[config.mk]
export PLATFORM = sky130hd
export DESIGN_NAME = deadline_slot_scheduler_core
export DESIGN_NICKNAME = d
export VERILOG_FILES = /design/src/dss_pkg.sv /design/src/deadline_slot_scheduler_core.sv /design/src/dss_owner_ram.sv /design/src/dss_slot_search.sv
export SDC_FILE = /design/constraint.sdc
export NUM_CORES = 2
export LEC_CHECK = 0
export BUFFER_PORTS_ARGS = -buffer_cell sky130_fd_sc_hd__clkbuf_2
export CAP_MARGIN = 20
export CORE_ASPECT_RATIO = 1.4
export CORE_UTILIZATION = 30
export DETAILED_ROUTE_END_ITERATION = 8
export PLACE_DENSITY = 0.5
export SLEW_MARGIN = 20
export SYNTH_ARGS = -nofsm -noshare
export SYNTH_HDL_FRONTEND = slang
export SYNTH_SLANG_ARGS = --single-unit
[constraint.sdc]
create_clock -name clk -period 5.2 [get_ports clk]
set_input_delay 0.26 -clock clk [delete_from_list [all_inputs] [get_ports clk]]
set_output_delay 0.26 -clock clk [all_outputs]
set_load 0.01 [all_outputs]
[src/dss_pkg.sv]
// Shared types and constants for the deadline slot scheduler.
`timescale 1ns / 1ps
`default_nettype none
package dss_pkg;

	localparam int DSS_SLOTS    = 64;
	localparam int DSS_IDX_W    = 6;
	localparam int DSS_JOB_W    = 16;
	localparam int DSS_PROFIT_W = 24;
	localparam int DSS_DL_W     = 7;
	localparam int DSS_SUM_W    = 30;

	localparam logic OP_SCHED = 1'b0;
	localparam logic OP_READ  = 1'b1;

	localparam logic KIND_VERDICT = 1'b0;
	localparam logic KIND_ENTRY   = 1'b1;

	// outcome of one bitmap search
	typedef struct packed {
		logic                 found;
		logic [DSS_IDX_W-1:0] idx;
	} dss_hit_t;

endpackage
`default_nettype wire

[src/deadline_slot_scheduler_core.sv]
// Top level of the deadline slot scheduler: slot map, profit total, readout sequencer.
// Schedule word: verdict is in the output register the cycle after accept; one job per
//   cycle while the output is taken (one priority encode over the slot map).
// Readout word: per filled slot an owner memory read, then an output load that waits
//   while the output is held; an empty map loads its single answer at accept.
// Reset clears the slot map, the profit total and all control; owner memory is not reset.
`timescale 1ns / 1ps
`default_nettype none
module deadline_slot_scheduler_core #(
	parameter int SLOTS = dss_pkg::DSS_SLOTS
) (
	input  wire logic                             clk,
	input  wire logic                             arst_n,
	input  wire logic                             in_valid,
	output logic                                  in_stall,
	input  wire logic                             op,
	input  wire logic [dss_pkg::DSS_JOB_W-1:0]    job_id,
	input  wire logic [dss_pkg::DSS_PROFIT_W-1:0] profit,
	input  wire logic [dss_pkg::DSS_DL_W-1:0]     deadline,
	output logic                                  out_valid,
	input  wire logic                             out_stall,
	output logic                                  kind,
	output logic                                  placed,
	output logic [dss_pkg::DSS_IDX_W-1:0]         slot_index,
	output logic [dss_pkg::DSS_JOB_W-1:0]         slot_job,
	output logic [dss_pkg::DSS_SUM_W-1:0]         total_profit,
	output logic                                  last
);
	import dss_pkg::*;

	localparam int IW = (SLOTS > 1) ? $clog2(SLOTS) : 1;

	localparam logic [1:0] ST_IDLE     = 2'd0;
	localparam logic [1:0] ST_RD_ISSUE = 2'd1;
	localparam logic [1:0] ST_RD_WAIT  = 2'd2;

	logic [1:0]           state_q;
	logic [SLOTS-1:0]     taken_q;
	logic [DSS_SUM_W-1:0] sum_q;
	logic [IW-1:0]        rd_idx_q;
	logic                 rd_last_q;

	logic [DSS_DL_W-1:0]  lim;
	dss_hit_t             free_hit;
	dss_hit_t             low_hit;
	logic [DSS_SUM_W:0]   sum_wide;
	logic [DSS_SUM_W-1:0] sum_next;
	logic                 out_free;
	logic                 out_load;
	logic                 in_acc;
	logic                 mem_we;
	logic                 mem_re;
	logic [DSS_JOB_W-1:0] mem_rdata;
	logic [SLOTS-1:0]     low_bit;

	assign lim = (deadline > DSS_DL_W'(SLOTS)) ? DSS_DL_W'(SLOTS) : deadline;

	dss_slot_search #(
		.SLOTS(SLOTS)
	) u_search (
		.taken   (taken_q),
		.lim     (lim),
		.free_hit(free_hit),
		.low_hit (low_hit)
	);

	assign sum_wide = {1'b0, sum_q} + (DSS_SUM_W + 1)'(profit);
	assign sum_next = sum_wide[DSS_SUM_W] ? '1 : sum_wide[DSS_SUM_W-1:0];

	assign out_free = !out_valid || !out_stall;
	assign in_stall = (state_q != ST_IDLE) || !out_free;
	assign in_acc   = in_valid && !in_stall;

	// a new word enters the output register this cycle
	assign out_load = (in_acc && ((op == OP_SCHED) || (taken_q == '0)))
		|| ((state_q == ST_RD_WAIT) && out_free);

	assign mem_we  = in_acc && (op == OP_SCHED) && free_hit.found;
	assign mem_re  = (state_q == ST_RD_ISSUE);
	assign low_bit = SLOTS'(1) << low_hit.idx[IW-1:0];

	dss_owner_ram #(
		.DEPTH(SLOTS),
		.AW   (IW),
		.DW   (DSS_JOB_W)
	) u_owner (
		.clk  (clk),
		.we   (mem_we),
		.waddr(free_hit.idx[IW-1:0]),
		.wdata(job_id),
		.re   (mem_re),
		.raddr(low_hit.idx[IW-1:0]),
		.rdata(mem_rdata)
	);

	// control and state
	always_ff @(posedge clk or negedge arst_n) begin
		if (!arst_n) begin
			state_q   <= ST_IDLE;
			taken_q   <= '0;
			sum_q     <= '0;
			out_valid <= 1'b0;
		end else begin
			if (out_load) begin
				out_valid <= 1'b1;
			end else if (out_valid && !out_stall) begin
				out_valid <= 1'b0;
			end
			unique case (state_q)
				ST_IDLE: begin
					if (in_acc) begin
						if (op == OP_SCHED) begin
							if (free_hit.found) begin
								taken_q[free_hit.idx[IW-1:0]] <= 1'b1;
								sum_q <= sum_next;
							end
						end else if (taken_q == '0) begin
							sum_q <= '0;
						end else begin
							state_q <= ST_RD_ISSUE;
						end
					end
				end
				ST_RD_ISSUE: begin
					// drop the slot from the map as it is read out
					taken_q <= taken_q & ~low_bit;
					state_q <= ST_RD_WAIT;
				end
				ST_RD_WAIT: begin
					if (out_free) begin
						if (rd_last_q) begin
							sum_q   <= '0;
							state_q <= ST_IDLE;
						end else begin
							state_q <= ST_RD_ISSUE;
						end
					end
				end
				default: begin
					state_q <= ST_IDLE;
				end
			endcase
		end
	end

	// readout slot tracking
	always_ff @(posedge clk) begin
		if (state_q == ST_RD_ISSUE) begin
			rd_idx_q  <= low_hit.idx[IW-1:0];
			rd_last_q <= (taken_q & ~low_bit) == '0;
		end
	end

	// output word
	always_ff @(posedge clk) begin
		if (state_q == ST_IDLE && in_acc) begin
			last <= 1'b1;
			if (op == OP_SCHED) begin
				kind         <= KIND_VERDICT;
				placed       <= free_hit.found;
				slot_index   <= free_hit.found ? free_hit.idx : '0;
				slot_job     <= job_id;
				total_profit <= free_hit.found ? sum_next : sum_q;
			end else begin
				kind         <= KIND_ENTRY;
				placed       <= 1'b0;
				slot_index   <= '0;
				slot_job     <= '0;
				total_profit <= sum_q;
			end
		end else if (state_q == ST_RD_WAIT && out_free) begin
			kind         <= KIND_ENTRY;
			placed       <= 1'b1;
			slot_index   <= DSS_IDX_W'(rd_idx_q);
			slot_job     <= mem_rdata;
			total_profit <= sum_q;
			last         <= rd_last_q;
		end
	end

endmodule
`default_nettype wire

[src/dss_owner_ram.sv]
// Slot owner memory: one write port, one registered read port.
`timescale 1ns / 1ps
`default_nettype none
module dss_owner_ram #(
	parameter int DEPTH = 64,
	parameter int AW    = 6,
	parameter int DW    = 16
) (
	input  wire logic          clk,
	input  wire logic          we,
	input  wire logic [AW-1:0] waddr,
	input  wire logic [DW-1:0] wdata,
	input  wire logic          re,
	input  wire logic [AW-1:0] raddr,
	output logic      [DW-1:0] rdata
);

	logic [DW-1:0] mem [DEPTH];

	always_ff @(posedge clk) begin
		if (we) begin
			mem[waddr] <= wdata;
		end
	end

	// read data holds until the next read
	always_ff @(posedge clk) begin
		if (re) begin
			rdata <= mem[raddr];
		end
	end

endmodule
`default_nettype wire

[src/dss_slot_search.sv]
// Bitmap searches: latest free slot below a limit, earliest filled slot.
`timescale 1ns / 1ps
`default_nettype none
module dss_slot_search #(
	parameter int SLOTS = 64
) (
	input  wire logic [SLOTS-1:0]          taken,
	input  wire logic [dss_pkg::DSS_DL_W-1:0] lim,
	output dss_pkg::dss_hit_t              free_hit,
	output dss_pkg::dss_hit_t              low_hit
);
	import dss_pkg::*;

	logic [SLOTS-1:0] free_mask;

	always_comb begin
		for (int i = 0; i < SLOTS; i++) begin
			free_mask[i] = !taken[i] && (DSS_DL_W'(i) < lim);
		end
	end

	// highest free bit wins
	always_comb begin
		free_hit = '0;
		for (int i = 0; i < SLOTS; i++) begin
			if (free_mask[i]) begin
				free_hit.found = 1'b1;
				free_hit.idx   = DSS_IDX_W'(i);
			end
		end
	end

	// lowest filled bit wins
	always_comb begin
		low_hit = '0;
		for (int i = SLOTS - 1; i >= 0; i--) begin
			if (taken[i]) begin
				low_hit.found = 1'b1;
				low_hit.idx   = DSS_IDX_W'(i);
			end
		end
	end

endmodule
`default_nettype wire

* Word level (Yosys, flattened, before mapping)
Memories as Yosys holds them, arrays and structs flattened. A register that Yosys moved wholly into a read port is not among the register bits. Index checks and enable logic that the tools add are counted.
Cells by class: $add $sub $neg 1, magnitude comparators 67, equality and inequality tests 10, shift operators 1, muxes and demuxes 168, bitwise operators 4, reductions and logical operators 155
Operator list (number):
- 7-bit two-way mux | 65
- 6-bit two-way mux | 68
- 30-bit two-way mux | 10
- 6-bit by 7-bit < comparator with 1-bit output, first input constant | 32
- 64-bit two-way mux | 3
- 64-bit logical NOT | 2
- 64-bit one-hot mux with 2 select lines | 1
- 5-bit by 7-bit < comparator with 1-bit output, first input constant | 16
- 1-bit logical AND | 72
- 1-bit logical NOT | 68
- 64-bit AND | 1
- 64-bit NOT | 1
- 64-bit OR | 1
- 1-bit by 6-bit left shift with 64-bit output, first input constant | 1
- 30-bit one-hot mux with 2 select lines | 1
- 4-bit by 7-bit < comparator with 1-bit output, first input constant | 8
- 16-bit two-way mux | 3
- 30-bit by 24-bit adder with 31-bit output | 1
- 3-bit by 7-bit < comparator with 1-bit output, first input constant | 4
- 1-bit by 7-bit < comparator with 1-bit output, first input constant | 2
- 2-bit by 7-bit < comparator with 1-bit output, first input constant | 2
- 2-bit inequality test, second input constant | 7
- 1-bit two-way mux | 11
- 2-bit nonzero test | 5
- 14 further kinds | 21
Word-level totals: flip-flop bits (word level) 159, bits in writable memories 1024, input bits 52, logic and storage cells 419, memories kept 1
Memories:
- u_owner.mem | words 64, bits a word 16, read ports 1, clocked after memory_dff 1, write ports 1, line dss_owner_ram.sv:18 | logic [DW-1:0] mem [DEPTH];

* Logic depth before layout (Yosys ltp)
word-level depth 77, gate-level depth with buffers 16, mapped depth without buffers 14

* Modules after synthesis
A second synthesis with hierarchy kept.
Second synthesis, totals: cells, all modules 3232, area, all modules 51826.0 µm²
By module, submodules not included:
- dss_owner_ram | times used 1, cells each 1829, area an instance 40202.3 µm²
- deadline_slot_scheduler_core | times used 1, cells each 958, area an instance 9033.7 µm²
- dss_slot_search | times used 1, cells each 445, area an instance 2590.0 µm²

* Least setup slack after synthesis
OpenSTA, ideal clock, no wires.
path type in2reg, start point input deadline[1] (netlist name), end point memory u_owner.mem[31][0], enable pin, arrival time 3.957 ns, slack 0.831 ns, cell stages on the path 13, buffers on the path 4, cell sequence clkbuf_1 -> clkbuf_1 -> nand3b_1 -> a211oi_1 -> a21oi_1 -> o21ai_1 -> a31oi_1 -> or4_1 -> a221oi_1 -> buf_2 -> nor2_2 -> buf_2 -> nor3_1
Between the ends: longest elaborated chain between the ends 71
RTL lines:
- start: declaration | line deadline_slot_scheduler_core.sv:19 | input wire logic [dss_pkg::DSS_DL_W-1:0] deadline,
- 7-bit > comparator | line deadline_slot_scheduler_core.sv:56 | assign lim = (deadline > DSS_DL_W'(SLOTS)) ? DSS_DL_W'(SLOTS) : deadline;
- 7-bit two-way mux * | line deadline_slot_scheduler_core.sv:56
- 1-bit by 7-bit < comparator with 1-bit output | line dss_slot_search.sv:18 | free_mask[i] = !taken[i] && (DSS_DL_W'(i) < lim);
- 1-bit logical AND | line dss_slot_search.sv:18
- 7-bit two-way mux (63 in a row) | line dss_slot_search.sv:26 | if (free_mask[i]) begin
- 7-bit two-way mux * | line dss_slot_search.sv:26
- 1-bit logical AND | line deadline_slot_scheduler_core.sv:78 | assign mem_we = in_acc && (op == OP_SCHED) && free_hit.found;
- 1-bit two-way mux | line dss_owner_ram.sv:21 | if (we) begin
- 1-bit two-way mux (not written as such) | line dss_owner_ram.sv:22 | mem[waddr] <= wdata;
- end: declaration | line dss_owner_ram.sv:18
Every way passes the cells marked *; elsewhere a longest branch is shown, timed or not.

* Worst setup path in the final report
start point register taken_q[48], end point register rd_last_q (data pin)
Between the ends: longest elaborated chain between the ends 53
RTL lines:
- start: declaration | line deadline_slot_scheduler_core.sv:38 | logic [SLOTS-1:0] taken_q;
- start signal: assignment | line deadline_slot_scheduler_core.sv:126 | taken_q <= taken_q & ~low_bit;
- 6-bit two-way mux (49 in a row) | line dss_slot_search.sv:37 | if (taken[i]) begin
- 1-bit by 6-bit left shift with 64-bit output | line deadline_slot_scheduler_core.sv:80 | assign low_bit = SLOTS'(1) << low_hit.idx[IW-1:0];
- 64-bit NOT | line deadline_slot_scheduler_core.sv:150 | rd_last_q <= (taken_q & ~low_bit) == '0;
- 64-bit AND * | line deadline_slot_scheduler_core.sv:150
- 64-bit logical NOT * | line deadline_slot_scheduler_core.sv:150
- end signal: assignment | line deadline_slot_scheduler_core.sv:150
- end: declaration | line deadline_slot_scheduler_core.sv:41 | logic rd_last_q;
Marks and branches as above. A chain may end at the register's enable or synchronous reset.

==> flow_summary.ini <==
[global_route]
grt_use_met2 = 0.399
grt_pass1_wl_um = 290000
antenna_found_initial = 5
grt_pass1_vias = 37559
grt-busiest-layer = met2
overflow = 0
grt_usage = 0.232
grtUsageMet3 = 0.0287
grt_max_degree = 75
use_met1 = 0.274

[route]
ant_nets = 0
avgRoutedWirePerCell_um = 29.9
drc = 0
num_vias = 38157
drt_iter0_markers = 3775
dr.pass1.iters = 6
wirelength_um = 207000
via_per_inst = 5.52

[logic_synthesis]
synth_compound_area_frac = 0.116
syn_avg_cell_area_um2 = 12.3
synth_xor_area_frac = 0.00336
yosysTopAreaCell = edfxtp_1
seq_area_frac_synth = 0.682
ys_warn_count = 0
synth_fa_ha_area_frac = 0.00615
syn_area_um2 = 52100
synth_common_cells = edfxtp_1, nand2_1, nand3_1
synthMuxAreaShare = 0.0211
synth-simple-area-share = 0.147
yosysTopAreaCellShare = 0.635
synth_cell_types = 98
ys.flop_type = edfxtp_1
yosys_register_bits = 1199
synth_edf_count = 1101
yosys-top-cells-area = edfxtp_1, nand2_1, dfrtp_1
synth_top_family_by_area = simple AND/OR/NAND/NOR gates
yosysMostFrequentCell = edfxtp_1
synthArstFlopShare = 0.0809
synth_fp_nets = 4299
synthCells = 4222

[pwr]
finalPower_mw = 39.6
peakVddDrop_mv = 0.646
leakage_nw = 21.7
power_density_nw_per_um2 = 639

[timing]
fin_crit_sh = 0.967
fin_hold_ws_ns = 0.0337
rsz0062_at_grt = false
fin_tns_setup_ns = 0
skew_ns = 0.0314
post-route-min-period_ns = 5.03
max_freq_ghz = 0.199
final-hold-violation-count = 0
tightest_slew_ns = 1.18
setup_slack_ns = 0.174
slew_violations = 0
slew_headroom = 0.202
setup_viol = 0

[critical_path]
crit_buf_inv = 3
cp_common_cell = buf_4
worstPathRequired_ns = 5.79
worst_setup_path_end_kind = register
worst-path-max-fanout = 8
crit_slowest_cell = nor4_1
worstPathCellList = nor4_1 > o211a_1 > o211ai_2 > a311o_1 > inv_4 > buf_4 > nand2_1 > nor2_1 > buf_4 > a21oi_1 > o21ai_0 > nand4_1 > or4_1 > nor4_2
critical_path_class = reg2reg
cp.arrival_ns = 5.62
rr_startpoint = taken_q[48]$_DFFE_PN0P_
start_kind = register
path_delay_family = simple AND/OR/NAND/NOR gates
startpoint = taken_q[48]$_DFFE_PN0P_
max_stage_delay_ns = 0.67

[place]
place_hpwl_um = 137000
post-place-ws_ns = 0.0554
dp.cells = 6670
io_buffers = 108
gp_congestion = 0.977

[floorplan]
dieArea_um2 = 175000
fp.coreArea_um2 = 172000
ios = 109
die_w_um = 354
row_count = 180
die_h_um = 495
initial_utilization = 0.303

[min_path]
hold_path.class = in2reg
holdCritStartpoint = job_id[5]

[cts]
cts-root-buf = clkbuf_16
insertion_delay_ns = 0.78
clk_pin_slew_ns = 0.06
htreeDepth = 3
cts_buffers = 115
clock-sinks = 1199
cts.path.max_buffers = 3
cts_tree = yes

[outcome]
status = finished clean

[layout]
fin_nets = 4607
layout-area-overhead-vs-synth_pct = 18.9
fin_cells = 6910
fillers = 16895
final_layout_size_suffix_gt1_frac = 0.159

[flow_run]
cap_violations = 0
## final cells by class
cell class / instances / area [um2] / area share
inverter: 45 / 181 / 0.00293
clock inverter: 78 / 681 / 0.0110
antenna: 7 / 17.5 / 0.000283
multi-input combinational: 2706 / 15600 / 0.251
tap: 2275 / 2850 / 0.0460
sequential: 1199 / 35500 / 0.573
clock buffer: 137 / 2960 / 0.0478
timing repair buffer: 463 / 4170 / 0.0673
## per-stage QoR
stage / util / instance area [um2]
after global routing: 0.360 / 61900
after CTS: 0.360 / 61900
after global placement: 0.338 / 58100
after detailed placement: 0.338 / 58100
after floorplan: - / 52100
final: 0.360 / 61900
## registers in the layout, indices dropped and copies added, names as in the netlist
register / flops
kind: 1
last: 1
out_valid: 1
placed: 1
rd_idx_q: 6
rd_last_q: 1
slot_index: 6
slot_job: 16
state_q: 2
sum_q: 30
taken_q: 64
total_profit: 30
u_owner.mem: 1024
u_owner.rdata: 16
## layout by cell type, fill, tap and decap left out, types with 27 or more instances in the layout
cell type and count:
nand4_1 32, nor3_1 42, buf_12 73, clkbuf_2 106, o21ai_0 117, o21ai_1 36
a211oi_1 108, a32oi_1 27, buf_4 268, and3_1 91, clkbuf_16 115, a31oi_1 99
nor4_1 37, a2bb2oi_1 27, nor2_2 56, mux2i_1 101, nor2_1 114, dfrtp_1 97
a21oi_1 136, nand3_1 290, a311oi_1 51, nand2_1 856, clkinv_1 31, inv_1 38
nand2b_1 34, edfxtp_1 1101
## power by group
part,switching (mW),internal (mW)
Clock,3.85,4.48
Combinational,13.8,5.70
Sequential,0.425,11.3
Total,18.1,21.5
## final timing paths
kind	endpoint	slack (ns)	depth (start not counted)
min in group asynchronous	taken_q[27]$_DFFE_PN0P_	0.10	2
setup / recovery	rd_last_q$_DFFE_PP_	0.17	14
setup reg to reg	rd_last_q$_DFFE_PP_	0.17	14
hold / removal	u_owner.mem[0][5]$_DFFE_PP_	0.03	1
max in group asynchronous	sum_q[21]$_DFFE_PN0P_	3.86	3
hold reg to reg	last$_SDFFE_PP1P_	0.49	2
## cell families (layout without fill, tap and decap cells)
logic type | after synthesis | in the layout
AOI/OAI and AO/OA | 879 | 879
xor gates and xnor gates | 20 | 20
adders and majority gates | 25 | 25
buffers and inverters | 317 | 723
DFF | 1199 | 1199
muxes | 108 | 108
other | 0 | 7
and+or+nand+nor | 1674 | 1674
## what timing repair did
action	CTS	global route
endpoints found under the hold margin	123	0
resized for setup	0	0
buffers inserted	0	3
hold buffers	14	0
endpoints found under the setup margin	0	1
## routing by layer
layer	routed length, um	up-vias	part of all wire
met4	14400	2	0.070
met5	13	-	0.000063
met3	11500	442	0.056
met1	78800	19469	0.38
li1	-	16712	-
met2	102000	1532	0.49
Note: power is estimated with default switching activity, not from simulation.
